### config.mk
export PLATFORM = sky130hd
export DESIGN_NAME = midi_byte_stream_assembler
export DESIGN_NICKNAME = d
export VERILOG_FILES = /design/src/hw/rtl/mbsa_pkg.sv /design/src/hw/rtl/midi_byte_stream_assembler.sv
export SDC_FILE = /design/constraint.sdc
export NUM_CORES = 1
export LEC_CHECK = 0
export BUFFER_PORTS_ARGS = -buffer_cell sky130_fd_sc_hd__buf_2
export CORE_ASPECT_RATIO = 1.1
export CORE_MARGIN = 4
export CORE_UTILIZATION = 45
export CTS_CLUSTER_SIZE = 12
export DETAILED_ROUTE_END_ITERATION = 12
export PLACE_DENSITY = 0.71
export SLEW_MARGIN = 20
export SYNTH_ARGS = -nofsm -noshare
export SYNTH_HDL_FRONTEND = slang
export SYNTH_SLANG_ARGS = --single-unit
### constraint.sdc
create_clock -name i_clk -period 4.9 [get_ports i_clk]
set_clock_uncertainty 0.2 [all_clocks]
set_input_delay 0.98 -clock i_clk [delete_from_list [all_inputs] [get_ports i_clk]]
set_output_delay 0.98 -clock i_clk [all_outputs]
set_load 0.005 [all_outputs]
### src/hw/rtl/mbsa_pkg.sv
package mbsa_pkg;

    localparam int SYSEX_DEPTH = 64;
    localparam int ADDR_W      = (SYSEX_DEPTH > 1) ? $clog2(SYSEX_DEPTH) : 1;
    localparam int CNT_W       = $clog2(SYSEX_DEPTH + 1);

    localparam logic [7:0] SYSEX_START  = 8'hF0;
    localparam logic [7:0] SYSEX_END    = 8'hF7;
    localparam logic [7:0] REALTIME_MIN = 8'hF8;
    localparam logic [7:0] SYSTEM_MIN   = 8'hF0;

    localparam logic [3:0] HI_PROGRAM   = 4'hC;
    localparam logic [3:0] HI_PRESSURE  = 4'hD;

    localparam logic [1:0] LEN_SHORT    = 2'd2;
    localparam logic [1:0] LEN_LONG     = 2'd3;

    localparam logic KIND_CHANNEL = 1'b0;
    localparam logic KIND_SYSEX   = 1'b1;

    function automatic logic [1:0] msg_length(input logic [7:0] status);
        logic [1:0] len;
        len = LEN_LONG;
        if (status[7:4] == HI_PROGRAM || status[7:4] == HI_PRESSURE) begin
            len = LEN_SHORT;
        end
        return len;
    endfunction

endpackage

### src/hw/rtl/midi_byte_stream_assembler.sv
// MIDI byte stream assembler: takes one received byte per word and returns assembled channel
// messages (running status, two or three bytes) or, for a complete SysEx, every buffered byte
// from F0 to F7 with the last one flagged. Realtime bytes are dropped. A complete SysEx of N
// bytes is read back from the SysEx store (one write port, one read port), whose read data is
// registered, at one byte per cycle when the sink is ready; input is held off from the F7 until
// the last byte is loaded into the output register.
module midi_byte_stream_assembler (
    input  logic       i_clk,
    input  logic       i_rst_n,
    input  logic       i_in_valid,
    output logic       o_in_ready,
    input  logic [7:0] i_byte_in,
    output logic       o_out_valid,
    input  logic       i_out_ready,
    output logic       o_kind,
    output logic [7:0] o_status,
    output logic [6:0] o_data_first,
    output logic [6:0] o_data_second,
    output logic [1:0] o_message_length,
    output logic [7:0] o_sysex_byte,
    output logic       o_last
);

    typedef enum logic {ST_IDLE, ST_REPLAY} t_state;

    t_state r_state, n_state;

    logic       r_out_valid, n_out_valid;
    logic       r_kind, n_kind;
    logic [7:0] r_status, n_status;
    logic [6:0] r_data_first, n_data_first;
    logic [6:0] r_data_second, n_data_second;
    logic [1:0] r_message_length, n_message_length;
    logic [7:0] r_sysex_byte, n_sysex_byte;
    logic       r_last, n_last;

    logic [7:0] r_running_status, n_running_status;
    logic [1:0] r_expected_length, n_expected_length;
    logic [1:0] r_collected_count, n_collected_count;
    logic [6:0] r_held_data, n_held_data;
    logic       r_in_sysex, n_in_sysex;
    logic       r_sx_overflow, n_sx_overflow;
    logic [mbsa_pkg::CNT_W-1:0]  r_sx_count, n_sx_count;
    logic [mbsa_pkg::ADDR_W-1:0] r_rd_idx, n_rd_idx;

    logic [7:0] mem [mbsa_pkg::SYSEX_DEPTH];
    logic [7:0] r_mem_q;
    logic       mem_we;
    logic       mem_re;
    logic [mbsa_pkg::ADDR_W-1:0] mem_wa;
    logic [mbsa_pkg::ADDR_W-1:0] mem_ra;
    logic [7:0] mem_wd;

    logic out_free;
    logic in_acc;
    logic rep_last;
    logic sx_has_room;

    assign out_free    = !r_out_valid || i_out_ready;
    assign o_in_ready  = (r_state == ST_IDLE) && out_free;
    assign in_acc      = i_in_valid && o_in_ready;
    assign rep_last    = (mbsa_pkg::CNT_W'(r_rd_idx) + mbsa_pkg::CNT_W'(1)) == r_sx_count;
    assign sx_has_room = r_sx_count < mbsa_pkg::CNT_W'(mbsa_pkg::SYSEX_DEPTH);

    always_comb begin
        n_state           = r_state;
        n_out_valid       = r_out_valid && !i_out_ready;
        n_kind            = r_kind;
        n_status          = r_status;
        n_data_first      = r_data_first;
        n_data_second     = r_data_second;
        n_message_length  = r_message_length;
        n_sysex_byte      = r_sysex_byte;
        n_last            = r_last;
        n_running_status  = r_running_status;
        n_expected_length = r_expected_length;
        n_collected_count = r_collected_count;
        n_held_data       = r_held_data;
        n_in_sysex        = r_in_sysex;
        n_sx_overflow     = r_sx_overflow;
        n_sx_count        = r_sx_count;
        n_rd_idx          = r_rd_idx;
        mem_we            = 1'b0;
        mem_wa            = r_sx_count[mbsa_pkg::ADDR_W-1:0];
        mem_wd            = i_byte_in;
        mem_re            = 1'b0;
        mem_ra            = r_rd_idx;

        unique case (r_state)
            ST_IDLE: begin
                if (in_acc && i_byte_in < mbsa_pkg::REALTIME_MIN) begin
                    if (r_in_sysex && !(i_byte_in[7] && i_byte_in != mbsa_pkg::SYSEX_END)) begin
                        if (sx_has_room) begin
                            mem_we     = 1'b1;
                            n_sx_count = r_sx_count + mbsa_pkg::CNT_W'(1);
                        end else begin
                            n_sx_overflow = 1'b1;
                        end
                        if (i_byte_in == mbsa_pkg::SYSEX_END) begin
                            n_in_sysex    = 1'b0;
                            n_sx_overflow = 1'b0;
                            if (!r_sx_overflow && sx_has_room) begin
                                n_state  = ST_REPLAY;
                                mem_re   = 1'b1;
                                mem_ra   = '0;
                                n_rd_idx = '0;
                            end else begin
                                n_sx_count = '0;
                            end
                        end
                    end else if (i_byte_in[7]) begin
                        n_in_sysex    = 1'b0;
                        n_sx_overflow = 1'b0;
                        n_sx_count    = '0;
                        if (i_byte_in == mbsa_pkg::SYSEX_START) begin
                            n_in_sysex        = 1'b1;
                            mem_we            = 1'b1;
                            mem_wa            = '0;
                            n_sx_count        = mbsa_pkg::CNT_W'(1);
                            n_running_status  = '0;
                            n_expected_length = '0;
                            n_collected_count = '0;
                        end else if (i_byte_in >= mbsa_pkg::SYSTEM_MIN) begin
                            n_running_status  = '0;
                            n_expected_length = '0;
                            n_collected_count = '0;
                        end else begin
                            n_running_status  = i_byte_in;
                            n_expected_length = mbsa_pkg::msg_length(i_byte_in);
                            n_collected_count = 2'd1;
                        end
                    end else if (r_running_status != '0 && r_expected_length >= 2'd2) begin
                        if (r_collected_count + 2'd1 < r_expected_length) begin
                            n_held_data       = i_byte_in[6:0];
                            n_collected_count = r_collected_count + 2'd1;
                        end else begin
                            n_out_valid      = 1'b1;
                            n_kind           = mbsa_pkg::KIND_CHANNEL;
                            n_status         = r_running_status;
                            n_message_length = r_expected_length;
                            n_sysex_byte     = '0;
                            n_last           = 1'b1;
                            if (r_expected_length == mbsa_pkg::LEN_SHORT) begin
                                n_data_first  = i_byte_in[6:0];
                                n_data_second = '0;
                            end else begin
                                n_data_first  = r_held_data;
                                n_data_second = i_byte_in[6:0];
                            end
                            n_collected_count = 2'd1;
                        end
                    end
                end
            end
            ST_REPLAY: begin
                if (out_free) begin
                    n_out_valid      = 1'b1;
                    n_kind           = mbsa_pkg::KIND_SYSEX;
                    n_status         = '0;
                    n_data_first     = '0;
                    n_data_second    = '0;
                    n_message_length = '0;
                    n_sysex_byte     = r_mem_q;
                    n_last           = rep_last;
                    if (rep_last) begin
                        n_state    = ST_IDLE;
                        n_sx_count = '0;
                    end else begin
                        mem_re   = 1'b1;
                        mem_ra   = r_rd_idx + mbsa_pkg::ADDR_W'(1);
                        n_rd_idx = r_rd_idx + mbsa_pkg::ADDR_W'(1);
                    end
                end
            end
        endcase
    end

    always_ff @(posedge i_clk) begin
        if (mem_we) begin
            mem[mem_wa] <= mem_wd;
        end
        if (mem_re) begin
            r_mem_q <= mem[mem_ra];
        end
    end

    always_ff @(posedge i_clk) begin
        if (!i_rst_n) begin
            r_state           <= ST_IDLE;
            r_out_valid       <= 1'b0;
            r_running_status  <= '0;
            r_expected_length <= '0;
            r_collected_count <= '0;
            r_held_data       <= '0;
            r_in_sysex        <= 1'b0;
            r_sx_overflow     <= 1'b0;
            r_sx_count        <= '0;
            r_rd_idx          <= '0;
        end else begin
            r_state           <= n_state;
            r_out_valid       <= n_out_valid;
            r_running_status  <= n_running_status;
            r_expected_length <= n_expected_length;
            r_collected_count <= n_collected_count;
            r_held_data       <= n_held_data;
            r_in_sysex        <= n_in_sysex;
            r_sx_overflow     <= n_sx_overflow;
            r_sx_count        <= n_sx_count;
            r_rd_idx          <= n_rd_idx;
        end
        r_kind           <= n_kind;
        r_status         <= n_status;
        r_data_first     <= n_data_first;
        r_data_second    <= n_data_second;
        r_message_length <= n_message_length;
        r_sysex_byte     <= n_sysex_byte;
        r_last           <= n_last;
    end

    assign o_out_valid      = r_out_valid;
    assign o_kind           = r_kind;
    assign o_status         = r_status;
    assign o_data_first     = r_data_first;
    assign o_data_second    = r_data_second;
    assign o_message_length = r_message_length;
    assign o_sysex_byte     = r_sysex_byte;
    assign o_last           = r_last;

    a_replay_blocks_input: assert property (@(posedge i_clk) disable iff (!i_rst_n)
        (r_state == ST_REPLAY) |-> !o_in_ready)
        else $error("input taken during replay");

    a_replay_idx_in_range: assert property (@(posedge i_clk) disable iff (!i_rst_n)
        (r_state == ST_REPLAY) |-> (mbsa_pkg::CNT_W'(r_rd_idx) < r_sx_count))
        else $error("replay index past stored count");

    a_running_status_len: assert property (@(posedge i_clk) disable iff (!i_rst_n)
        (r_running_status != '0) |->
            ((r_expected_length == mbsa_pkg::LEN_SHORT ||
              r_expected_length == mbsa_pkg::LEN_LONG) && !r_in_sysex))
        else $error("running status inconsistent");

    a_sysex_count_nonzero: assert property (@(posedge i_clk) disable iff (!i_rst_n)
        r_in_sysex |-> (r_sx_count != '0))
        else $error("sysex open with empty store");

    a_channel_is_last: assert property (@(posedge i_clk) disable iff (!i_rst_n)
        (r_out_valid && r_kind == mbsa_pkg::KIND_CHANNEL) |-> r_last)
        else $error("channel message without last");

endmodule
== After elaboration in Yosys (flattened, before gate mapping) ==
Memory sizes are Yosys's and may differ from the RTL's. A register that Yosys moved wholly into a read port is not among the register bits.
Cells that the tools add are included.

* Input bits: 12
* RAM bits: 512
* Register bits: 70
* Output and inout bits: 36
* Memories: 1

* Magnitude comparators: 5
* Bitwise gates (word level): 3
* Reduce and logical (&&, ||, !) cells: 24
* Add/sub/neg operators: 4
* Eq/ne operators: 17
* Mux-type cells: 113

{| class="wikitable"
|+ Memories
! memory !! depth !! width !! read ports !! clocked after Yosys merged registers in !! wr ports !! RTL line !! RTL
|-
| mem || 64 || 8 || 1 || 1 || 1 || midi_byte_stream_assembler.sv:46 || <nowiki>logic [7:0] mem [mbsa_pkg::SYSEX_DEPTH];</nowiki>
|}

{| class="wikitable"
|+ Operator list
! cell !! count
|-
| $mux W7 || 21
|-
| $mux W8 || 14
|-
| $mux W6 || 11
|-
| $mux W1 || 44
|-
| $pmux W7 S2 || 3
|-
| $pmux W8 S2 || 2
|-
| $mux W2 || 11
|-
| $reduce_and A4 Y1 || 5
|-
| $eq A8 B8 Y1 const B || 2
|-
| $pmux W6 S2 || 1
|-
| $reduce_and A6 Y1 || 2
|-
| $ne A2 B1 Y1 const B || 5
|-
| $pmux W1 S2 || 5
|-
| $eq A4 B4 Y1 const B || 2
|-
| $ge A8 B8 Y1 const B || 1
|-
| $logic_and A1 B1 Y1 || 8
|-
| $lt A8 B8 Y1 const B || 1
|-
| $ne A8 B8 Y1 const B || 1
|-
| $reduce_bool A8 Y1 || 1
|-
| $add A6 B1 Y7 const B || 1
|-
| $add A7 B1 Y7 const B || 1
|-
| $eq A7 B7 Y1 || 1
|-
| $lt A7 B7 Y1 const B || 1
|-
| $add A6 B1 Y6 const B || 1
|-
| other kinds (11) || 21
|}

== Logic depth before layout (Yosys ltp) ==
Gate-level depths: netlist of run 1.

* Depth in word-level cells: 9
* Gate-level depth with buffers: 16
* Depth with buffers taken out: 12

== Least setup slack after synthesis of run 1 ==
No wires, ideal clock.

* Kind: input to register
* Start: input i_byte_in[7]
* End: register r_mem_q[1] (read register of mem), data pin
* Path buffers: 2
* Library setup time: 0.267 ns
* Cell stages on the path: 12
* Path slack: 1.037 ns
* Arrival: 3.396 ns
* Cells stage by stage: nand4_1 -> nor3_1 -> nand2_1 -> nand4_1 -> o21a_1 -> buf_6 -> buf_2 -> mux4_2 -> a22oi_1 -> nand3_1 -> a221oi_1 -> nand3b_1

* Word-level cells in the longest chain between the ends: 7
* Elaborated cells on any way between the ends: 15
* Those cells by class: 1 x order compare; 2 x eq/ne; 8 x mux; 4 x reduce/logical

{| class="wikitable"
|+ Ends and longest elaborated chain
! what !! RTL line !! RTL
|-
| start, declared || midi_byte_stream_assembler.sv:12 || <nowiki>input logic [7:0] i_byte_in,</nowiki>
|-
| branches (longest 7 deep; another with $lt A8 B8 Y1) || n/a ||
|-
| end, declared || midi_byte_stream_assembler.sv:47 || <nowiki>logic [7:0] r_mem_q;</nowiki>
|}

Several ways; the timed one is not identified.
A chain may end at the register's enable or synchronous reset.

== Final worst setup path of run 1 ==
* Start: register r_rd_idx[2] (netlist name)
* End: register r_mem_q[4] (read register of mem), data pin

* Word-level cells in the longest chain between the ends: 5
* Elaborated cells on any way between the ends: 13
* Those cells by class: 2 x add/sub; 1 x eq/ne; 10 x mux

{| class="wikitable"
|+ Ends and longest elaborated chain
! what !! RTL line !! RTL
|-
| start, declared || midi_byte_stream_assembler.sv:44 || <nowiki>logic [mbsa_pkg::ADDR_W-1:0] r_rd_idx, n_rd_idx;</nowiki>
|-
| start signal, assigned || midi_byte_stream_assembler.sv:209 || <nowiki>r_rd_idx <= n_rd_idx;</nowiki>
|-
| $add A6 B1 Y7 / $mux W6 (equally long branches) || n/a ||
|-
| $eq A7 B7 Y1 / $mux W6 (equally long branches) || n/a ||
|-
| $mux W6, or another cell as far along (2 in series) || n/a ||
|-
| $pmux W6 S2 / $pmux W1 S2 (equally long branches) || n/a ||
|}

Parallel ways exist; a longest one is shown, timed or not.

==> metrics, run 1 <==
# diodes=0; first-pass GRT wire length=82,500 µm; Achievable Freq=216 MHz; ys async rst share=0%; Register-to-Register Path Depth=12; DRT iter0 DRCs=1,722; mean routed wirelength per cell=24.8 µm; RR Endpoint=r_mem_q[4]; Routed WL=54,400 µm; HP Class=reg2reg; Placed Cells incl. Taps=2,099; CTS Sinks=588; grt ovf=0; Rows=87; synth unique cells=62; maximum fanout along the worst path=31; fin crit period=4.62 ns; critical path required time=5.03 ns; RSZ-0062 raised after global routing=no; Crit path max-delay family=simple AND/OR/NAND/NOR gates; CTS root buf=clkbuf_16; post-synthesis xor/xnor area fraction=0.412%; Synth Area in Compound Gates=3.71%; EDFF count, synth=553; PostCTS Resize Cnt=0; Hold WS=0.259 ns; Net Sw Frac=19.3%; Tot Pwr=9.75 mW; launch point of the worst reg-to-reg path=r_rd_idx[2]; Mapped Cells=1,339; period utilisation layout=94.4%; dominant synthesized flop cell=edfxtp_1; initial antenna violation count=1; Multi-input gate area=5750 µm²; WS Path Type=reg2reg; Max IR drop VDD=264 µV; GP Congestion=0.867; Max Buffers Root-to-Sink=3; Post-CTS Hold Fix Bufs=0; hold endpoint=r_running_status[0]; Simple-Gate Fraction of Synth Area=8.46%; vias per inst=5.97; Net Switching=1.88 mW; Synthesis Warnings=0; GRT Util Overall=19.7%; register area share after synthesis=73.9%; Sequential Area=17,300 µm²; Flop pwr share=56.5%; share of layout cells above drive strength 1=23.0%; vias in the first global route=13,000; Core Area=51,400 µm²; antenna viol nets, final=0; Pins Over Slew Limit=0; hpwl dp=35,000 µm; Vias=13,100; TritonCTS Buffers=58; power per cell area=364 nW/µm²; Die W=225 µm; max incr delay on CP=0.78 ns; Initial Utilization=45.6%; endpoints failing hold=0; CP Capture Type=flop; post-synthesis adder-cell area fraction=0.160%; power share of the clock group=42.0%; LEAKAGE=8.70 nW; post-route insts no fill=2,196; CTS tree=built; r2r setup slk=0.28 ns; DRC violations left=0; setup_tns=0 ns; Rel. slew slack=21.3%; Buffers on Ports=47; Final setup viols=0; Gate power share=1.6%; syn_nets=1,354; # Post-CTS Setup Buffers=0; worst skew pair latency=0.61 ns; Clk pin slew, worst setup/hold paths=0.06 ns; Die Y=247 µm; Pre-Repair DR Iteration Count=6; crit path DAT=4.76 ns; type of origin of the critical path=flop; Area Growth Syn to Fin=14.3%; Final #Nets=1,507; I/O pin count=48; status=completed; Fill cells=4,103; hold_sp=r_running_status[0]; hold depth=2; H-Tree Depth=2; # Max-Cap Violations=0; worst path cell trace=nand3_2 -> o21a_1 -> or4_4 -> a31oi_2 -> o211a_1 -> or2_2 -> nor4_2 -> buf_4 -> a22oi_1 -> nand3_1 -> a221oi_1 -> nand3b_1; largest net degree at the start of global routing=70; worst-margin pin slew=1.17 ns; internal cell power=7.87 mW; Post-Route Utilization=52.1%; Mapped Area=23,400 µm²; die area=55,700 µm²; critical path's slowest cell=or2_2; CP Buf/Inv Count=1; main combinational cell family by area after synthesis=multiplexers; Seq cells post-synth=588; synthesized area per cell=17.5 µm²; mux share of post-synthesis cell area=11.8%
layout make-up:
type / count / share of cell area [%]
inverter: 5 / 0.0702
timing repair buffer: 156 / 4.17
sequential: 588 / 64.7
multi-input combinational: 683 / 21.5
clock buffer: 86 / 6.13
clock inverter: 11 / 0.290
tap: 667 / 3.12
kinds of logic (layout without fill, tap and decap cells):
kind of cell / Yosys count / count (layout)
xor+xnor: 11 / 11
buf+inv: 68 / 258
compound gates: 120 / 120
mux: 144 / 144
flops: 588 / 588
fa+ha+maj: 3 / 3
simple gates: 405 / 405
cells in the final DEF, fill, tap and decap left out, drive strengths merged, types with 7 or more instances in the layout:
master	n
a21boi	9
a21oi	11
a221oi	7
a22oi	34
a31oi	13
and2	26
and3	16
buf	156
clkbuf	86
clkinv	9
dfxtp	35
edfxtp	553
mux2i	36
mux4	104
nand2	112
nand3	55
nand3b	9
nand4	19
nor2	106
nor2b	19
nor3	16
nor4	14
o2111ai	8
o21ai	16
xor2	7
synthesized netlist by cell type, types with 3 or more instances:
| cell type | instances | area (µm²) |
|---|---|---|
| nor2_1 | 106 | 398 |
| nor4_2 | 7 | 87.6 |
| o21ai_1 | 3 | 15.0 |
| xnor2_1 | 4 | 35.0 |
| dfxtp_1 | 35 | 701 |
| a21boi_0 | 9 | 67.6 |
| nand3_1 | 54 | 270 |
| mux2i_1 | 36 | 360 |
| o2111ai_1 | 8 | 70.1 |
| nand3b_1 | 9 | 67.6 |
| buf_4 | 5 | 37.5 |
| nand2_1 | 112 | 420 |
| a31oi_1 | 12 | 75.1 |
| buf_2 | 22 | 110 |
| and2_1 | 26 | 163 |
| a221oi_1 | 7 | 61.3 |
| clkbuf_1 | 25 | 93.8 |
| nor3_1 | 16 | 80.1 |
| xor2_1 | 7 | 61.3 |
| a22o_1 | 3 | 26.3 |
| nor2b_1 | 19 | 119 |
| nor4_1 | 7 | 43.8 |
| o21ai_0 | 13 | 65.1 |
| ha_1 | 3 | 37.5 |
| mux2_2 | 3 | 33.8 |
| buf_1 | 4 | 15.0 |
| edfxtp_1 | 553 | 16600 |
| nand4_1 | 18 | 113 |
| or3_1 | 5 | 31.3 |
| inv_1 | 5 | 18.8 |
| a21oi_1 | 11 | 55.1 |
| mux4_2 | 104 | 2340 |
| a22oi_1 | 34 | 255 |
| o21a_1 | 3 | 22.5 |
| o211a_1 | 3 | 30.0 |
| buf_6 | 3 | 33.8 |
| and3_1 | 16 | 100 |
per-layer routing:
layer | vias to the layer above | GRT usage, % | share of wire (%) | wire length [µm]
met5 | - | 0 | 0 | 0
met4 | 0 | 5.33 | 2.5 | 1350
met3 | 93 | 3.67 | 9.8 | 5310
met2 | 710 | 31.7 | 48 | 26400
met1 | 6659 | 27.9 | 39 | 21400
li1 | 5645 | - | - | -
tightest hold or removal path, delay by kind of cell (launching register included):
| kind | cells | cell delay (ns) |
|---|---|---|
| flip-flops | 1 | 0.30 |
| AND/OR/NAND/NOR | 1 | 0.04 |
| AO/OA/AOI/OAI | 1 | 0.06 |
power by group through the flow:
stage	Combinational (mW)	Clock [mW]	Sequential, mW
2_1_floorplan	0.0421	0	5.61
3_3_place_gp	0.146	0	5.61
3_5_place_dp	0.154	0	5.61
4_1_cts	0.154	4.16	5.50
5_1_grt	0.167	4.38	5.50
6_report	0.152	4.09	5.50
worst max path at each step:
stage,start,endpoint,slack (ns),cells after the start
3_5_place_dp,i_byte_in[2],r_mem_q[4],0.18,12
6_report,r_rd_idx[2],r_mem_q[4],0.28,12
2_1_floorplan,i_byte_in[7],r_mem_q[1],1.04,12
5_1_grt,r_rd_idx[2],r_mem_q[4],0.002,12
4_1_cts,r_rd_idx[2],r_mem_q[4],0.27,12
3_3_place_gp,i_byte_in[2],r_mem_q[4],0.17,12
sequential cells by signal, summed over array words and instances, names as in the netlist, 2 cells and up:
signal / cells
mem: 512
o_sysex_byte: 8
r_mem_q: 8
r_running_status: 8
o_data_first: 7
o_data_second: 7
o_status: 7
r_held_data: 7
r_sx_count: 7
r_rd_idx: 6
o_message_length: 2
r_collected_count: 2
metrics by stage:
| step | setup WS (ns) | instance area [µm²] |
|---|---|---|
| 6_report | 0.275 | 26700 |
| 5_1_grt | 0.00172 | 26700 |
| 4_1_cts | 0.269 | 26700 |
| 3_5_place_dp | 0.179 | 25000 |
| 3_3_place_gp | 0.173 | 25000 |
| 2_1_floorplan | 1.04 | 23400 |
No activity file was read; power rests on OpenSTA's default activity.
==> run 2: changes to the inputs <==
CELL_PAD_IN_SITES_DETAIL_PLACEMENT = 0   (was unset)
CELL_PAD_IN_SITES_GLOBAL_PLACEMENT = 1   (was unset)
CTS_CLUSTER_SIZE = 40   (was 12)
PLACE_DENSITY = 0.79   (was 0.71)
==> metrics, run 2 (synthesis gave the netlist of run 1 again) <==
Post-CTS Hold Fix Bufs=0; WS Path Type=reg2reg; Clk pin slew, worst setup/hold paths=0.07 ns; critical path required time=5.04 ns; LEAKAGE=8.74 nW; TritonCTS Buffers=56; hpwl dp=35,800 µm; Die W=225 µm; power per cell area=365 nW/µm²; GP Congestion=0.884; # Max-Cap Violations=0; CP Capture Type=flop; antenna viol nets, final=0; worst-margin pin slew=1.13 ns; Final #Nets=1,510; period utilisation layout=95.6%; pre-CTS setup slack=0.0528 ns; Biggest register=mem; Rel. slew slack=24.4%; Pins Over Slew Limit=0; Crit path max-delay family=simple AND/OR/NAND/NOR gates; largest net degree at the start of global routing=74; grt ovf=0; setup_tns=0 ns; RSZ-0062 raised after global routing=no; endpoints failing hold=0; vias per inst=5.82; max reg flops=512; DRC violations left=0; worst skew pair latency=0.62 ns; share of layout cells above drive strength 1=24.0%; Core Area=51,400 µm²; maximum fanout along the worst path=29; type of origin of the critical path=flop; Area Growth Syn to Fin=14.6%; Pre-Repair DR Iteration Count=5; commonest non-fill, non-tap cell in the layout=edfxtp_1; Initial Utilization=45.6%; Rows=87; Final setup viols=0; Achievable Freq=213 MHz; worst path cell trace=nand3_2 -> o21a_1 -> or4_4 -> nand4_2 -> and2_1 -> o21a_4 -> buf_12 -> mux4_2 -> a22oi_1 -> nand3_1 -> a221oi_1 -> nand3b_1; Max Buffers Root-to-Sink=3; # diodes=0; CTS tree=built; first-pass GRT wire length=82,400 µm; critical path's slowest cell=mux4_2; CTS Sinks=588; Vias=12,800; CP Buf/Inv Count=1; mean routed wirelength per cell=24.9 µm; DRT iter0 DRCs=1,537; Die Y=247 µm; commonest non-fill, non-tap cells in the layout=edfxtp_1 (553), nand2_1 (112), buf_4 (108); Routed WL=55,000 µm; HP Class=reg2reg; fin crit period=4.69 ns; max incr delay on CP=0.53 ns; crit path DAT=4.83 ns; die area=55,700 µm²; status=completed; r2r setup slk=0.21 ns; vias in the first global route=12,700; Buffers on Ports=47; Final WS setup=0.215 ns; H-Tree Depth=2; initial antenna violation count=3; CTS root buf=clkbuf_16; I/O pin count=48; GRT Util Overall=19.8%; Max IR drop VDD=322 µV
run 2: cell types whose count changed in the layout (fill, tap and decap cells not counted), sizes merged:
cell      delta
clkinv      +16
clkbuf      -16
clkinvlp     +1
inv          +3
buf          +5
bufinv       +2
run 2: what timing repair did:
item,4_1_cts,5_1_grt
setup endpoints to repair,0,2
setup buffers,0,0
gates resized for setup,0,2
run 2: worst paths after layout:
kind	from	end	cells after the start
setup / recovery	r_rd_idx[2]	r_mem_q[1]	12
hold / removal	r_running_status[6]	r_running_status[6]	2
setup reg to reg	r_rd_idx[2]	r_mem_q[1]	12
hold reg to reg	r_running_status[6]	r_running_status[6]	2
run 2: cell type report:
| class | instances | area, µm² |
|---|---|---|
| fill | 4123 | 24600 |
| sequential | 588 | 17300 |
| multi-input combinational | 683 | 5770 |
| clock buffer | 70 | 1480 |
| timing repair buffer | 161 | 1170 |
| tap | 667 | 835 |
| clock inverter | 33 | 258 |
| inverter | 5 | 18.8 |
run 2: where the power goes:
part / internal, mW / total (mW) / switching [mW]
Combinational: 0.0354 / 0.153 / 0.118
Sequential: 5.50 / 5.50 / 0.00554
Clock: 2.30 / 4.13 / 1.83
run 2: tightest hold or removal path, delay by kind of cell (launching register included):
kind | cells | cell delay (ns)
flops | 1 | 0.30
compound gates | 1 | 0.06
simple gates | 1 | 0.04
run 2: metal layers:
metal	global-route usage (%)	share of wire [%]
met5	0	0
met1	28.2	42
met2	31.1	47
met4	5.28	2.5
met3	4.68	8.3
run 2: per-stage QoR:
step / power [mW] / cell area (µm²) / hold WS (ns) / cells / utilization, %
after floorplan: 5.65 / 23400 / 0.236 / 1339 / -
final: 9.78 / 26800 / 0.257 / 2207 / 52.2
after global placement: 5.76 / 25100 / 0.243 / 2104 / 48.8
after global routing: 10.1 / 26800 / 0.284 / 2207 / 52.2
after detailed placement: 5.77 / 25100 / 0.252 / 2104 / 48.8
after CTS: 9.85 / 26800 / 0.260 / 2207 / 52.2
==> run 3: changes to the inputs <==
ABC_AREA = 1   (was unset)
PLACE_DENSITY = 0.83   (was 0.79)
==> metrics, run 3 <==
status=completed; Initial Utilization=45.6%; commonest non-fill, non-tap cells in the layout=nand2_1 (709), edfxtp_1 (553), nand3_1 (457); Die Y=259 µm; H-Tree Depth=2; vias in the first global route=17,000; largest net degree at the start of global routing=177; synth unique cells=36; Pins Over Slew Limit=0; EDFF count, synth=553; top-count cell post-synth=nand2_1; CTS Sinks=588; CTS root buf=clkbuf_16; I/O pin count=48; worst path cell trace=buf_2 -> nand4_1 -> inv_2 -> nand2_1 -> nand3_1 -> inv_1 -> nand4_1 -> nand2_1 -> nand2_1 -> nand2_2 -> inv_2 -> buf_4 -> nand3_1 -> nand3_1 -> nand3_1 -> nand3_1 -> nand2_1; share of layout cells above drive strength 1=7.90%; antenna viol nets, final=0; WS Path Type=in2reg; Buffers on Ports=47; type of origin of the critical path=input pin; crit path DAT=4.30 ns; synthesized area per cell=10.6 µm²; ys async rst share=0%; Area Growth Syn to Fin=10.5%; max incr delay on CP=0.39 ns; Fill cells=5,026; CTS tree=built; worst skew pair latency=0.62 ns; initial antenna violation count=0; Vias=17,800; worst-margin pin slew=0.922 ns; top cells by area, synth=edfxtp_1 (65%), nand2_1 (10%), nand3_1 (8.9%), inv_1 (3.1%), nand3b_1 (3.0%); Biggest register=mem; Final WS setup=0.773 ns; RR Endpoint=r_mem_q[2]; hold endpoint=r_running_status[6]; hold_sp=r_running_status[6]; Mapped Area=25,700 µm²; r2r setup slk=0.90 ns; Seq cells post-synth=588; max reg flops=512; dominant synthesized flop cell=edfxtp_1; CP Capture Type=flop; Achievable Freq=242 MHz; maximum fanout along the worst path=24; HP Class=reg2reg; Rel. slew slack=38.3%; register area share after synthesis=67.3%; GRT Util Overall=21.1%; # Post-CTS Setup Buffers=0; Final #Nets=2,466; fin crit period=4.13 ns; power per cell area=349 nW/µm²; most frequent CP cell=nand3_1; Die W=236 µm; setup_tns=0 ns; Post-synth top cells=nand2_1 (711), edfxtp_1 (553), nand3_1 (457); Mapped Cells=2,434; largest area contributor in the netlist=edfxtp_1; critical path required time=5.07 ns; Core Area=56,400 µm²; die area=61,000 µm²; syn_nets=2,449; period utilisation layout=84.2%; Max Buffers Root-to-Sink=3; pre-CTS setup slack=0.272 ns; DRC violations left=0; Synthesis Warnings=0; vias per inst=5.50; hold depth=2; first-pass GRT wire length=101,000 µm; critical path's slowest cell=nand4_1; launch point of the worst reg-to-reg path=r_rd_idx[0]; PostCTS Resize Cnt=0; TritonCTS Buffers=56; RSZ-0062 raised after global routing=no; # diodes=0; LEAKAGE=10.7 nW; share of the synthesized area in the top cell type=64.6%; mean routed wirelength per cell=20.3 µm; grt ovf=0; Routed WL=65,700 µm; commonest non-fill, non-tap cell in the layout=nand2_1; Pre-Repair DR Iteration Count=6; # Max-Cap Violations=0; Clk pin slew, worst setup/hold paths=0.07 ns; Post-CTS Hold Fix Bufs=0; Register-to-Register Path Depth=21; Max IR drop VDD=278 µV; hpwl dp=38,700 µm; Rows=91; GP Congestion=0.898; Final setup viols=0; DRT iter0 DRCs=2,092; endpoints failing hold=0
-- run 3: metal layers --
| layer | wire length (µm) | global-route usage, % | vias to the layer above |
|---|---|---|---|
| li1 | - | - | 8305 |
| met1 | 28000 | 30.4 | 8644 |
| met2 | 30800 | 34.1 | 735 |
| met3 | 5350 | 3.21 | 107 |
| met4 | 1550 | 5.40 | 0 |
| met5 | 0 | 0 | - |
-- run 3: cells by family after synthesis --
logic type	count (synthesis)	share of synthesized area, %
flip-flops	588	67.3
XOR/XNOR	3	0.102
buffers and inverters	354	6.15
adder cells (fa/ha/maj)	3	0.146
AND/OR/NAND/NOR	1418	24.7
AO/OA/AOI/OAI	68	1.61
-- run 3: worst max-delay path by stage --
stage / from / to / slack (ns) / cells past startpoint
after detailed placement: i_byte_in[7] / r_mem_q[2] / 0.27 / 17
final: i_byte_in[5] / r_mem_q[2] / 0.77 / 17
after global routing: i_byte_in[7] / r_mem_q[6] / 0.56 / 16
after global placement: i_byte_in[7] / r_mem_q[0] / 0.29 / 16
after CTS: i_byte_in[7] / r_mem_q[2] / 0.92 / 17
after floorplan: i_byte_in[2] / mem[28][0] / 1.22 / 9
-- run 3: layout make-up --
cell class	count	area, µm²	share of cell area (%)
multi-input cells	1492	6890	24.2
well taps	744	931	3.28
inverters	220	827	2.91
clock buffers	66	1480	5.21
clock inverters	34	277	0.973
repair buffers	93	706	2.48
flip-flops and latches	588	17300	60.9
-- run 3: power by group --
group,total (mW),switching [mW],internal (mW)
Sequential,5.51,0.00971,5.50
Combinational,0.205,0.165,0.0401
Clock,4.21,1.85,2.36
Total,9.93,2.03,7.90
-- run 3: critical path: cells and delay by family --
family / cells / cell delay [ns]
AND/OR/NAND/NOR: 12 / 2.24
buffers and inverters: 5 / 1.02
-- run 3: per-stage QoR --
| stage | hold slack (ns) | power (mW) | cells | util (%) | area, µm² |
|---|---|---|---|---|---|
| 5_1_grt | 0.278 | 10.2 | 3237 | 50.4 | 28400 |
| 2_1_floorplan | 0.236 | 5.69 | 2434 | - | 25700 |
| 4_1_cts | 0.267 | 9.98 | 3237 | 50.4 | 28400 |
| 6_report | 0.265 | 9.93 | 3237 | 50.4 | 28400 |
| 3_5_place_dp | 0.257 | 5.82 | 3137 | 47.3 | 26600 |
| 3_3_place_gp | 0.247 | 5.82 | 3137 | 47.3 | 26600 |
